## src/rtl/tpps_pkg.sv

```systemverilog
`default_nettype none

package tpps_pkg;

    // Field widths fixed by the interface.
    localparam int CLK_W    = 32;
    localparam int RATE_W   = 16;
    localparam int SEL_W    = 3;
    localparam int CMP_W    = 8;

    // The quotient is produced four bits per stage, so eight stages cover it.
    localparam int STEP_BITS  = 4;
    localparam int DIV_STAGES = CLK_W / STEP_BITS;

    typedef logic [CLK_W-1:0]  t_clk;
    typedef logic [RATE_W-1:0] t_rate;
    typedef logic [SEL_W-1:0]  t_sel;
    typedef logic [CMP_W-1:0]  t_cmp;

    // Clock select codes.
    localparam t_sel SEL_OFF     = 3'd0;
    localparam t_sel SEL_DIV1    = 3'd1;
    localparam t_sel SEL_DIV8    = 3'd2;
    localparam t_sel SEL_DIV64   = 3'd3;
    localparam t_sel SEL_DIV256  = 3'd4;
    localparam t_sel SEL_DIV1024 = 3'd5;
    localparam int   NUM_CODES   = 5;

    // Status codes.
    localparam logic STATUS_OK  = 1'b0;
    localparam logic STATUS_BAD = 1'b1;

    // Code for each prescaler tried, and the extra right shift taken before each try.
    localparam t_sel SEL_CODE [1:NUM_CODES] =
        '{SEL_DIV1, SEL_DIV8, SEL_DIV64, SEL_DIV256, SEL_DIV1024};
    localparam logic [3:0] STEP_SHIFT [0:NUM_CODES] = '{4'd0, 4'd0, 4'd3, 4'd3, 4'd2, 4'd2};

    localparam t_clk CLOCK_HZ_RESET = 32'd16000000;

    // One slot of the division pipeline: partial remainder, dividend bits still to
    // be consumed shifted together with the quotient bits produced, and the divisor.
    typedef struct packed {
        t_rate rem;
        t_clk  quo;
        t_rate divisor;
    } t_div;

endpackage

`default_nettype wire

```

## src/rtl/tpps_in_if.sv

```systemverilog
`default_nettype none

interface tpps_in_if;
    import tpps_pkg::*;

    logic  valid;
    logic  ready;
    t_rate rate_hz;

    modport source (output valid, output rate_hz, input ready);
    modport sink   (input valid, input rate_hz, output ready);
endinterface

`default_nettype wire

```

## src/rtl/tpps_out_if.sv

```systemverilog
`default_nettype none

interface tpps_out_if;
    import tpps_pkg::*;

    logic valid;
    logic ready;
    t_sel clock_select;
    t_cmp compare_value;
    logic status;

    modport source (output valid, output clock_select, output compare_value,
                    output status, input ready);
    modport sink   (input valid, input clock_select, input compare_value,
                    input status, output ready);
endinterface

`default_nettype wire

```

## src/rtl/timer_prescaler_period_select.sv

```systemverilog
// Timer prescaler and compare value selection.
//
// Each input beat on i_in carries a requested tick rate in hertz. For every
// beat the block returns exactly one beat on o_out with the prescaler clock
// select code, the compare match value (scaled count minus one) and a status
// bit. A zero rate, a rate above the system clock, or a rate that no
// prescaler can reach comes back as clock select off, compare zero and a bad
// status. The system clock frequency is held in a single register written
// through i_cfg_wr_en / i_cfg_wr_data; write it only while no beat is in
// flight.
//
// An accepted beat passes through eight division stages, each producing four
// quotient bits, then one output stage that picks the prescaler, before it
// is offered. One beat is accepted per cycle unless every stage is full and
// the receiver stalls. Each stage holds its beat while the stage after it is
// full and stalled, so when the receiver stalls the pipeline compacts its
// bubbles and keeps taking input until every stage is occupied. Reset empties
// the pipeline and loads the clock register with 16 MHz.
`default_nettype none

module timer_prescaler_period_select #(
    parameter int COUNTER_RANGE = 256
) (
    input  wire                          i_clk,
    input  wire                          i_rst_n,
    input  wire                          i_cfg_wr_en,
    input  wire [tpps_pkg::CLK_W-1:0]    i_cfg_wr_data,
    tpps_in_if.sink                      i_in,
    tpps_out_if.source                   o_out
);
    import tpps_pkg::*;

    localparam int   NS       = DIV_STAGES;   // index of the output stage
    localparam t_clk LP_RANGE = CLK_W'(COUNTER_RANGE);

    // Four steps of restoring division. Each step shifts the next dividend bit
    // into the remainder and shifts the quotient bit in at the bottom.
    function automatic t_div div_steps(t_div a);
        t_div           b;
        logic [RATE_W:0] t;
        logic           ge;
        b = a;
        for (int i = 0; i < STEP_BITS; i++) begin
            t  = {b.rem, b.quo[CLK_W-1]};
            ge = (t >= {1'b0, b.divisor});
            if (ge) begin
                t = t - {1'b0, b.divisor};
            end
            b.rem = t[RATE_W-1:0];
            b.quo = {b.quo[CLK_W-2:0], ge};
        end
        return b;
    endfunction

    // Configuration register.
    t_clk r_clock_hz;

    always_ff @(posedge i_clk) begin
        if (!i_rst_n) begin
            r_clock_hz <= CLOCK_HZ_RESET;
        end else if (i_cfg_wr_en) begin
            r_clock_hz <= i_cfg_wr_data;
        end
    end

    // Stage valid bits and the ready chain. A stage may load when it is empty
    // or when its own beat moves on in the same cycle.
    logic [NS:0]   r_v;
    logic [NS+1:0] w_rdy;

    always_comb begin
        w_rdy[NS+1] = o_out.ready;
        for (int k = NS; k >= 0; k--) begin
            w_rdy[k] = !r_v[k] || w_rdy[k+1];
        end
    end

    assign i_in.ready = w_rdy[0];

    // Division stages.
    t_div r_div [0:NS-1];
    t_div n_div [0:NS-1];
    t_div w_load;

    always_comb begin
        w_load.rem     = '0;
        w_load.quo     = r_clock_hz;
        w_load.divisor = i_in.rate_hz;
        n_div[0]       = div_steps(w_load);
        for (int k = 1; k < NS; k++) begin
            n_div[k] = div_steps(r_div[k-1]);
        end
    end

    // Prescaler selection on the finished quotient.
    t_sel n_sel;
    t_cmp n_cmp;
    logic n_status;

    always_comb begin
        t_clk cnt;
        t_clk scaled;
        logic found;
        cnt    = r_div[NS-1].quo;
        scaled = '0;
        found  = 1'b0;
        n_sel  = SEL_OFF;
        for (int c = 1; c <= NUM_CODES; c++) begin
            cnt = cnt >> STEP_SHIFT[c];
            if (!found && (cnt <= LP_RANGE)) begin
                found  = 1'b1;
                n_sel  = SEL_CODE[c];
                scaled = cnt;
            end
        end
        // A zero divisor or a zero quotient (rate above the clock) is refused.
        if ((r_div[NS-1].divisor == '0) || (r_div[NS-1].quo == '0) || !found) begin
            n_sel    = SEL_OFF;
            n_cmp    = '0;
            n_status = STATUS_BAD;
        end else begin
            n_cmp    = (scaled == '0) ? '0 : CMP_W'(scaled - 1'b1);
            n_status = STATUS_OK;
        end
    end

    // Output register.
    t_sel r_out_sel;
    t_cmp r_out_cmp;
    logic r_out_status;

    always_ff @(posedge i_clk) begin
        if (!i_rst_n) begin
            r_v <= '0;
        end else begin
            if (w_rdy[0]) begin
                r_v[0] <= i_in.valid;
            end
            for (int k = 1; k <= NS; k++) begin
                if (w_rdy[k]) begin
                    r_v[k] <= r_v[k-1];
                end
            end
        end
    end

    always_ff @(posedge i_clk) begin
        for (int k = 0; k < NS; k++) begin
            if (w_rdy[k]) begin
                r_div[k] <= n_div[k];
            end
        end
        if (w_rdy[NS]) begin
            r_out_sel    <= n_sel;
            r_out_cmp    <= n_cmp;
            r_out_status <= n_status;
        end
    end

    assign o_out.valid         = r_v[NS];
    assign o_out.clock_select  = r_out_sel;
    assign o_out.compare_value = r_out_cmp;
    assign o_out.status        = r_out_status;

`ifndef SYNTH
    // A refused request always reports the timer switched off with a zero compare.
    a_bad_is_off: assert property (@(posedge i_clk) disable iff (!i_rst_n)
        (r_v[NS] && (r_out_status == STATUS_BAD)) |->
            ((r_out_sel == SEL_OFF) && (r_out_cmp == '0)))
        else $error("bad status without clock select off");

    // An accepted request always names a running prescaler.
    a_ok_is_running: assert property (@(posedge i_clk) disable iff (!i_rst_n)
        (r_v[NS] && (r_out_status == STATUS_OK)) |-> (r_out_sel != SEL_OFF))
        else $error("ok status with clock select off");

    // A full last division stage that cannot move keeps its beat.
    a_stage_holds: assert property (@(posedge i_clk) disable iff (!i_rst_n)
        (r_v[NS-1] && !w_rdy[NS]) |=> r_v[NS-1])
        else $error("stalled division stage lost its beat");

    // An output beat only appears when the last division stage held one.
    a_out_from_pipe: assert property (@(posedge i_clk) disable iff (!i_rst_n)
        $rose(r_v[NS]) |-> $past(r_v[NS-1]))
        else $error("output beat appeared from an empty stage");
`endif

endmodule

`default_nettype wire
```

## src/flat_wrapper.sv

```systemverilog
// flat-port wrapper written by rule: the top's interface ports become plain ports
module timer_prescaler_period_select_flat import tpps_pkg::*;
#(
    parameter int COUNTER_RANGE = 256
)
  (i_clk, i_rst_n, i_cfg_wr_en, i_cfg_wr_data, i_in_valid, i_in_rate_hz, i_in_ready, o_out_valid, o_out_clock_select, o_out_compare_value, o_out_status, o_out_ready);
  tpps_in_if i_in_i ();
  tpps_out_if o_out_i ();
  input  wire i_clk;
  input  wire i_rst_n;
  input  wire i_cfg_wr_en;
  input  wire [tpps_pkg::CLK_W-1:0] i_cfg_wr_data;
  input wire logic [$bits(i_in_i.valid)-1:0] i_in_valid;
  input wire logic [$bits(i_in_i.rate_hz)-1:0] i_in_rate_hz;
  output wire logic [$bits(i_in_i.ready)-1:0] i_in_ready;
  output wire logic [$bits(o_out_i.valid)-1:0] o_out_valid;
  output wire logic [$bits(o_out_i.clock_select)-1:0] o_out_clock_select;
  output wire logic [$bits(o_out_i.compare_value)-1:0] o_out_compare_value;
  output wire logic [$bits(o_out_i.status)-1:0] o_out_status;
  input wire logic [$bits(o_out_i.ready)-1:0] o_out_ready;
  assign i_in_i.valid = i_in_valid;
  assign i_in_i.rate_hz = i_in_rate_hz;
  assign i_in_ready = i_in_i.ready;
  assign o_out_valid = o_out_i.valid;
  assign o_out_clock_select = o_out_i.clock_select;
  assign o_out_compare_value = o_out_i.compare_value;
  assign o_out_status = o_out_i.status;
  assign o_out_i.ready = o_out_ready;
  timer_prescaler_period_select #(.COUNTER_RANGE(COUNTER_RANGE)) u_core (.i_clk(i_clk), .i_rst_n(i_rst_n), .i_cfg_wr_en(i_cfg_wr_en), .i_cfg_wr_data(i_cfg_wr_data), .i_in(i_in_i), .o_out(o_out_i));
endmodule
```

## config.mk

```make
export PLATFORM = sky130hd
export DESIGN_NAME = timer_prescaler_period_select_flat
export DESIGN_NICKNAME = d
export VERILOG_FILES = /design/src/rtl/tpps_pkg.sv /design/src/rtl/tpps_in_if.sv /design/src/rtl/tpps_out_if.sv /design/src/rtl/timer_prescaler_period_select.sv /design/src/flat_wrapper.sv
export SDC_FILE = /design/constraint.sdc
export NUM_CORES = 2
export LEC_CHECK = 0
export ABC_AREA = 1
export BUFFER_PORTS_ARGS = -buffer_cell sky130_fd_sc_hd__buf_2
export CAP_MARGIN = 10
export CORE_ASPECT_RATIO = 0.8
export CORE_MARGIN = 5
export CORE_UTILIZATION = 40
export CTS_BUF_LIST = sky130_fd_sc_hd__clkbuf_8 sky130_fd_sc_hd__clkbuf_16
export DETAILED_ROUTE_END_ITERATION = 7
export GPL_ROUTABILITY_DRIVEN = 0
export PLACE_DENSITY = 0.62
export SLEW_MARGIN = 20
export SYNTH_ARGS = -nofsm -noshare
export SYNTH_HDL_FRONTEND = slang
export SYNTH_SLANG_ARGS = --single-unit
```

## constraint.sdc

```tcl
create_clock -name i_clk -period 24.9 [get_ports i_clk]
set_input_delay 2.49 -clock i_clk [delete_from_list [all_inputs] [get_ports i_clk]]
set_output_delay 2.49 -clock i_clk [all_outputs]
set_load 0.03 [all_outputs]
```

After elaboration in Yosys (flattened, before gate mapping)
Memory sizes are Yosys's and may differ from the RTL's.
Cells that the tools add are included.

cells by class
  muxes and demuxes = 64
  multipliers = 0
  bitwise logic cells = 0
  divide/modulo/power cells = 0
  order comparisons = 37
  add/sub/neg operators = 33
  eq/ne operators = 0
  shift operators = 0
  reductions and logical operators = 34

operators by type and width
  kind                                                  count
  greater-or-equal comparator 17 x 16 -> 1 bit          31
  two-way mux 16 bit                                    32
  subtractor 16 bit                                     31
  two-way mux 32 bit                                    5
  zero test 32 bit                                      2
  <= comparator 32 x 9 -> 1 bit, second input constant  1
  <= comparator 29 x 9 -> 1 bit, second input constant  1
  <= comparator 26 x 9 -> 1 bit, second input constant  1
  <= comparator 24 x 9 -> 1 bit, second input constant  1
  two-way mux 1 bit                                     23
  <= comparator 22 x 9 -> 1 bit, second input constant  1
  greater-or-equal comparator 1 x 16 -> 1 bit           1
  zero test 16 bit                                      1
  subtractor 1 x 16 -> 16 bit                           1
  zero test 1 bit                                       14
  logical OR 1 bit                                      11
  subtractor 8 x 1 -> 8 bit, second input constant      1
  two-way mux 3 bit                                     2
  logical AND 1 bit                                     4
  two-way mux 2 bit                                     2
  OR reduction 3 bit                                    1
  OR reduction 2 bit                                    1

word-level totals
  memories = 1
  memory bits (writable) = 512
  input bits = 53
  output and inout bits = 14
  word-level logic and storage cells = 183
  bits in read-only memories = 0
  flip-flop bits (word level) = 53
  bits in latches = 0

memory list
  name          depth  bits a word  read ports  clocked after memory_dff  write ports  RTL line                             RTL
  u_core.r_div  8      64           8           0                         8            timer_prescaler_period_select.sv:81  t_div r_div [0:NS-1];

Longest topological paths before layout
An unclocked memory read counts as a cell.

  word-level depth = 18
  mapped depth = 58
  gate-level depth less buffers = 55

Worst setup path before layout
OpenSTA, ideal clock, no wires.

  path kind = input-to-output
  start = input port o_out_ready
  end = output port i_in_ready
  cell stages on the path = 16
  required time = 22410 ps
  arrival time = 12744 ps
  setup slack = 9666 ps
  path buffers = 0
  cell sequence = nor2_1 > inv_1 > nor2_1 > inv_1 > nor2_1 > inv_1 > nor2_1 > inv_1 > nor2_1 > inv_1 > nor2_1 > inv_1 > nor2_1 > inv_1 > nor2_1 > nand2_1

on the way
  longest elaborated chain between the ends = 9

ends and longest elaborated chain
  element                        RTL line                             RTL
  start, declared                flat_wrapper.sv:20                   input wire logic [$bits(o_out_i.ready)-1:0] o_out_ready;
  logical OR 1 bit               timer_prescaler_period_select.sv:74  w_rdy[k] = !r_v[k] || w_rdy[k+1];
  via u_core.w_rdy[8]            timer_prescaler_period_select.sv:69  logic [NS+1:0] w_rdy;
  logical OR 1 bit               timer_prescaler_period_select.sv:74
  via u_core.w_rdy[7]            timer_prescaler_period_select.sv:69
  logical OR 1 bit               timer_prescaler_period_select.sv:74
  via u_core.w_rdy[6]            timer_prescaler_period_select.sv:69
  logical OR 1 bit               timer_prescaler_period_select.sv:74
  via u_core.w_rdy[5]            timer_prescaler_period_select.sv:69
  logical OR 1 bit               timer_prescaler_period_select.sv:74
  via u_core.w_rdy[4]            timer_prescaler_period_select.sv:69
  logical OR 1 bit               timer_prescaler_period_select.sv:74
  via u_core.w_rdy[3]            timer_prescaler_period_select.sv:69
  logical OR 1 bit               timer_prescaler_period_select.sv:74
  via u_core.w_rdy[2]            timer_prescaler_period_select.sv:69
  logical OR 1 bit (2 in a row)  timer_prescaler_period_select.sv:74
  end, declared                  flat_wrapper.sv:15                   output wire logic [$bits(i_in_i.ready)-1:0] i_in_ready;

The timed path passes the listed nets, and every way through them passes these cells.

==> results.md <==
- Outcome: finished with violations
- Failing checks: design-rule violations
- Biggest cell delay along the critical path: 0.55 ns
- Max Fclk: a little over 90 MHz
- Number of global-route vias before repair: ~37,000
- Top FF cell, synth: edfxtp_1
- #FFs+latches synth: 549
- Worst path top cell family by delay: compound AO/OA/AOI/OAI gates
- Hold_ws: approximately 0.39 ns
- DRT antenna net count: 0
- Tmin final: 11.01 ns
- Seq/Total Area, Yosys: 33.7%
- Clk root buf: clkbuf_16
- Netlist cell types: 73
- Initial antenna violation count: 0
- Setup Skew: 0.0477 ns
- Final setup violating endpoints: 0
- Grt ovf: 0
- Largest net degree at the start of global routing: 67
- Area Growth Syn to Fin: 8.15%
- Ys Warns: 0
- Final HPWL DP: roughly 110,000 um
- Std-Cell Rows: approximately 110
- Cts repair resizes: 0
- CTS buffer count: 58
- Crit-path most repeated cell: nand2_1
- Initial Utilization: 40.2%
- Via count: 42,000
- N_diodes: 0
- Synth Net Count: between 6,000 and 7,000
- Mapped Cells: 6,171
- RSZ-0062 raised after global routing: false
- Max-slew headroom: 29.4%
- Mean Syn Cell Area: 7.72 um^2
- Count of input and output buffers: 66
- CP Class: primary input to flop
- DR WL/cell: around 17 um
- Max capacitance violation total: 0
- Post-synth top area cell: edfxtp_1
- Setup bufs post-CTS: 0
- Crit path buf inv count: 5
- Share of the synthesized area in the top cell type: 32.0%
- Filler cell count: 11,800
- Die Ht: 319 um
- # DRC: 2
- Worst setup EP type: flop
- Sequential cell area: about 0.016 mm^2
- Commonest cells post-synth: 1,716 x nand2_1, 679 x inv_1, 508 x edfxtp_1
- Chip Width: 396 um
- TritonCTS clock tree: done
- WL final: 135,000 um
- Crit path DAT: roughly 12 ns
- Pins Over Slew Limit: 0
- Slowest library cell on the worst path: nand3_1
- I/O Pins: 67
- Sum Neg Setup Slack: 0 ns
- Multi-input logic area: 0.0283 mm^2
- Num Clock Sinks: approximately 550
- Nets@finish: 6,801
- Worst-path clk slew: 0.06 ns
- DR vias/cell: 5.37
- Worst-margin pin slew: 1.05 ns
- Hold Violations, Final: 0
- Final worst-path cycle share: 44.2%
- Total GRT Usage: 20.5%
- CTS H-tree depth: 2
- Ys async rst share: 0%
- Startpoint Class: primary input
- Mapped cell area: 0.0477 mm^2
- Top post-synthesis cells by area: edfxtp_1 32%, nand2_1 14%, ha_1 13%, inv_1 5.3%, a21oi_1 5.2%
- Post-synth EDFFs: 508
- First-pass GRT wire length: 210,000 um
- Max Fanout on Critical Path: 22
- Share of cells above drive strength 1: under 10%
- Most frequent cell after synthesis: nand2_1
- First-pass DRT Iterations: 8
- Clock buffer depth: 3
- Skew-Pair Late Insertion Delay: 0.68 ns
- Initial DRC Count: 4,304
- Std-Cell Core Area: about 0.12 mm^2
- Die ar.: 0.126 mm^2
- Hold-fix buffers, CTS: 0
- WP data required: 25.40 ns
- Hold Crit Class: flop to flop
metal layers:
layer	up-vias	GRT usage, %	wire [um]
met3	123	2.78	11900
met1	19300	34.1	68600
met4	0	3.31	1880
li1	21000	-	-
met5	-	0	0
met2	1537	28.1	52200
sequential cells by signal, indices dropped and copies added, names as in the netlist:
signal,count
u_core.o_out.clock_select,3
u_core.o_out.compare_value,8
u_core.o_out.status,1
u_core.r_clock_hz,32
u_core.r_v,9
u_core.r_div,496
path summary, 6_finish.rpt:
path                                            from              endpoint  slack [ns]  cells after the start
worst max-delay path                 i_in_rate_hz[1]   u_core.r_div[0][51]       13.89                     43
worst min-delay path             u_core.r_div[1][89]  u_core.r_div[1][157]        0.39                      0
worst max register to register  u_core.r_div[0][196]   u_core.r_div[1][49]       14.34                     45
worst min register to register   u_core.r_div[1][89]  u_core.r_div[1][157]        0.39                      0
cells in the final DEF, fill, tap and decap left out, types with 24 or more instances in the layout:
cell / count
xor2_1: 193
or2_2: 24
nand3_1: 372
clkbuf_16: 61
dfxtp_1: 41
xnor2_1: 167
nand3_2: 24
edfxtp_1: 508
nor4_1: 29
nand2_1: 1715
nand4_1: 84
a21oi_1: 495
buf_2: 66
nor3_1: 47
ha_1: 500
o21ai_1: 43
nor2_1: 402
nand3b_1: 28
a21boi_0: 24
nand2_2: 29
o21bai_1: 35
inv_2: 33
a21o_1: 28
fa_1: 30
o21ai_0: 369
inv_1: 679
worst register-to-register path: cells and delay by family, from the launching register on:
family / cells / cell delay [ns]
DFF: 1 / 0.41
AOI/OAI and AO/OA: 12 / 3.35
and+or+nand+nor: 26 / 4.51
buffers and inverters: 3 / 0.63
adders and majority gates: 4 / 1.51
area by class of cell:
class                   count  area share (%)
clock buffers              68            3.15
clock inverters            42           0.883
inverters                 709            5.18
multi-input cells        4819            55.0
flip-flops and latches    549            31.2
well taps                1552            3.77
repair buffers             81           0.859
cells by family (layout without fill, tap and decap cells):
kind of cell / count (synthesis) / in the layout / share of synthesized area [%]
simple gates: 2832 / 2832 / 25.8
flops: 549 / 549 / 33.7
fa+ha+maj: 530 / 530 / 14.4
compound gates: 1096 / 1096 / 12.7
buf+inv: 803 / 900 / 6.83
xor+xnor: 360 / 360 / 6.61
mux: 1 / 1 / 0.0236
through the flow:
step	setup slack, ns	std cells	utilization (%)	area [um^2]
6_report	13.89	7820	43.5	51600
5_1_grt	13.07	7820	43.5	51600
4_1_cts	14.10	7820	43.5	51600
3_5_place_dp	13.43	7710	41.8	49500
3_3_place_gp	13.63	7710	41.8	49500
2_1_floorplan	9.67	6171	-	47700
Power is not shown: default switching activity piles up to over one toggle a cycle in this logic, so the estimate is an artifact.
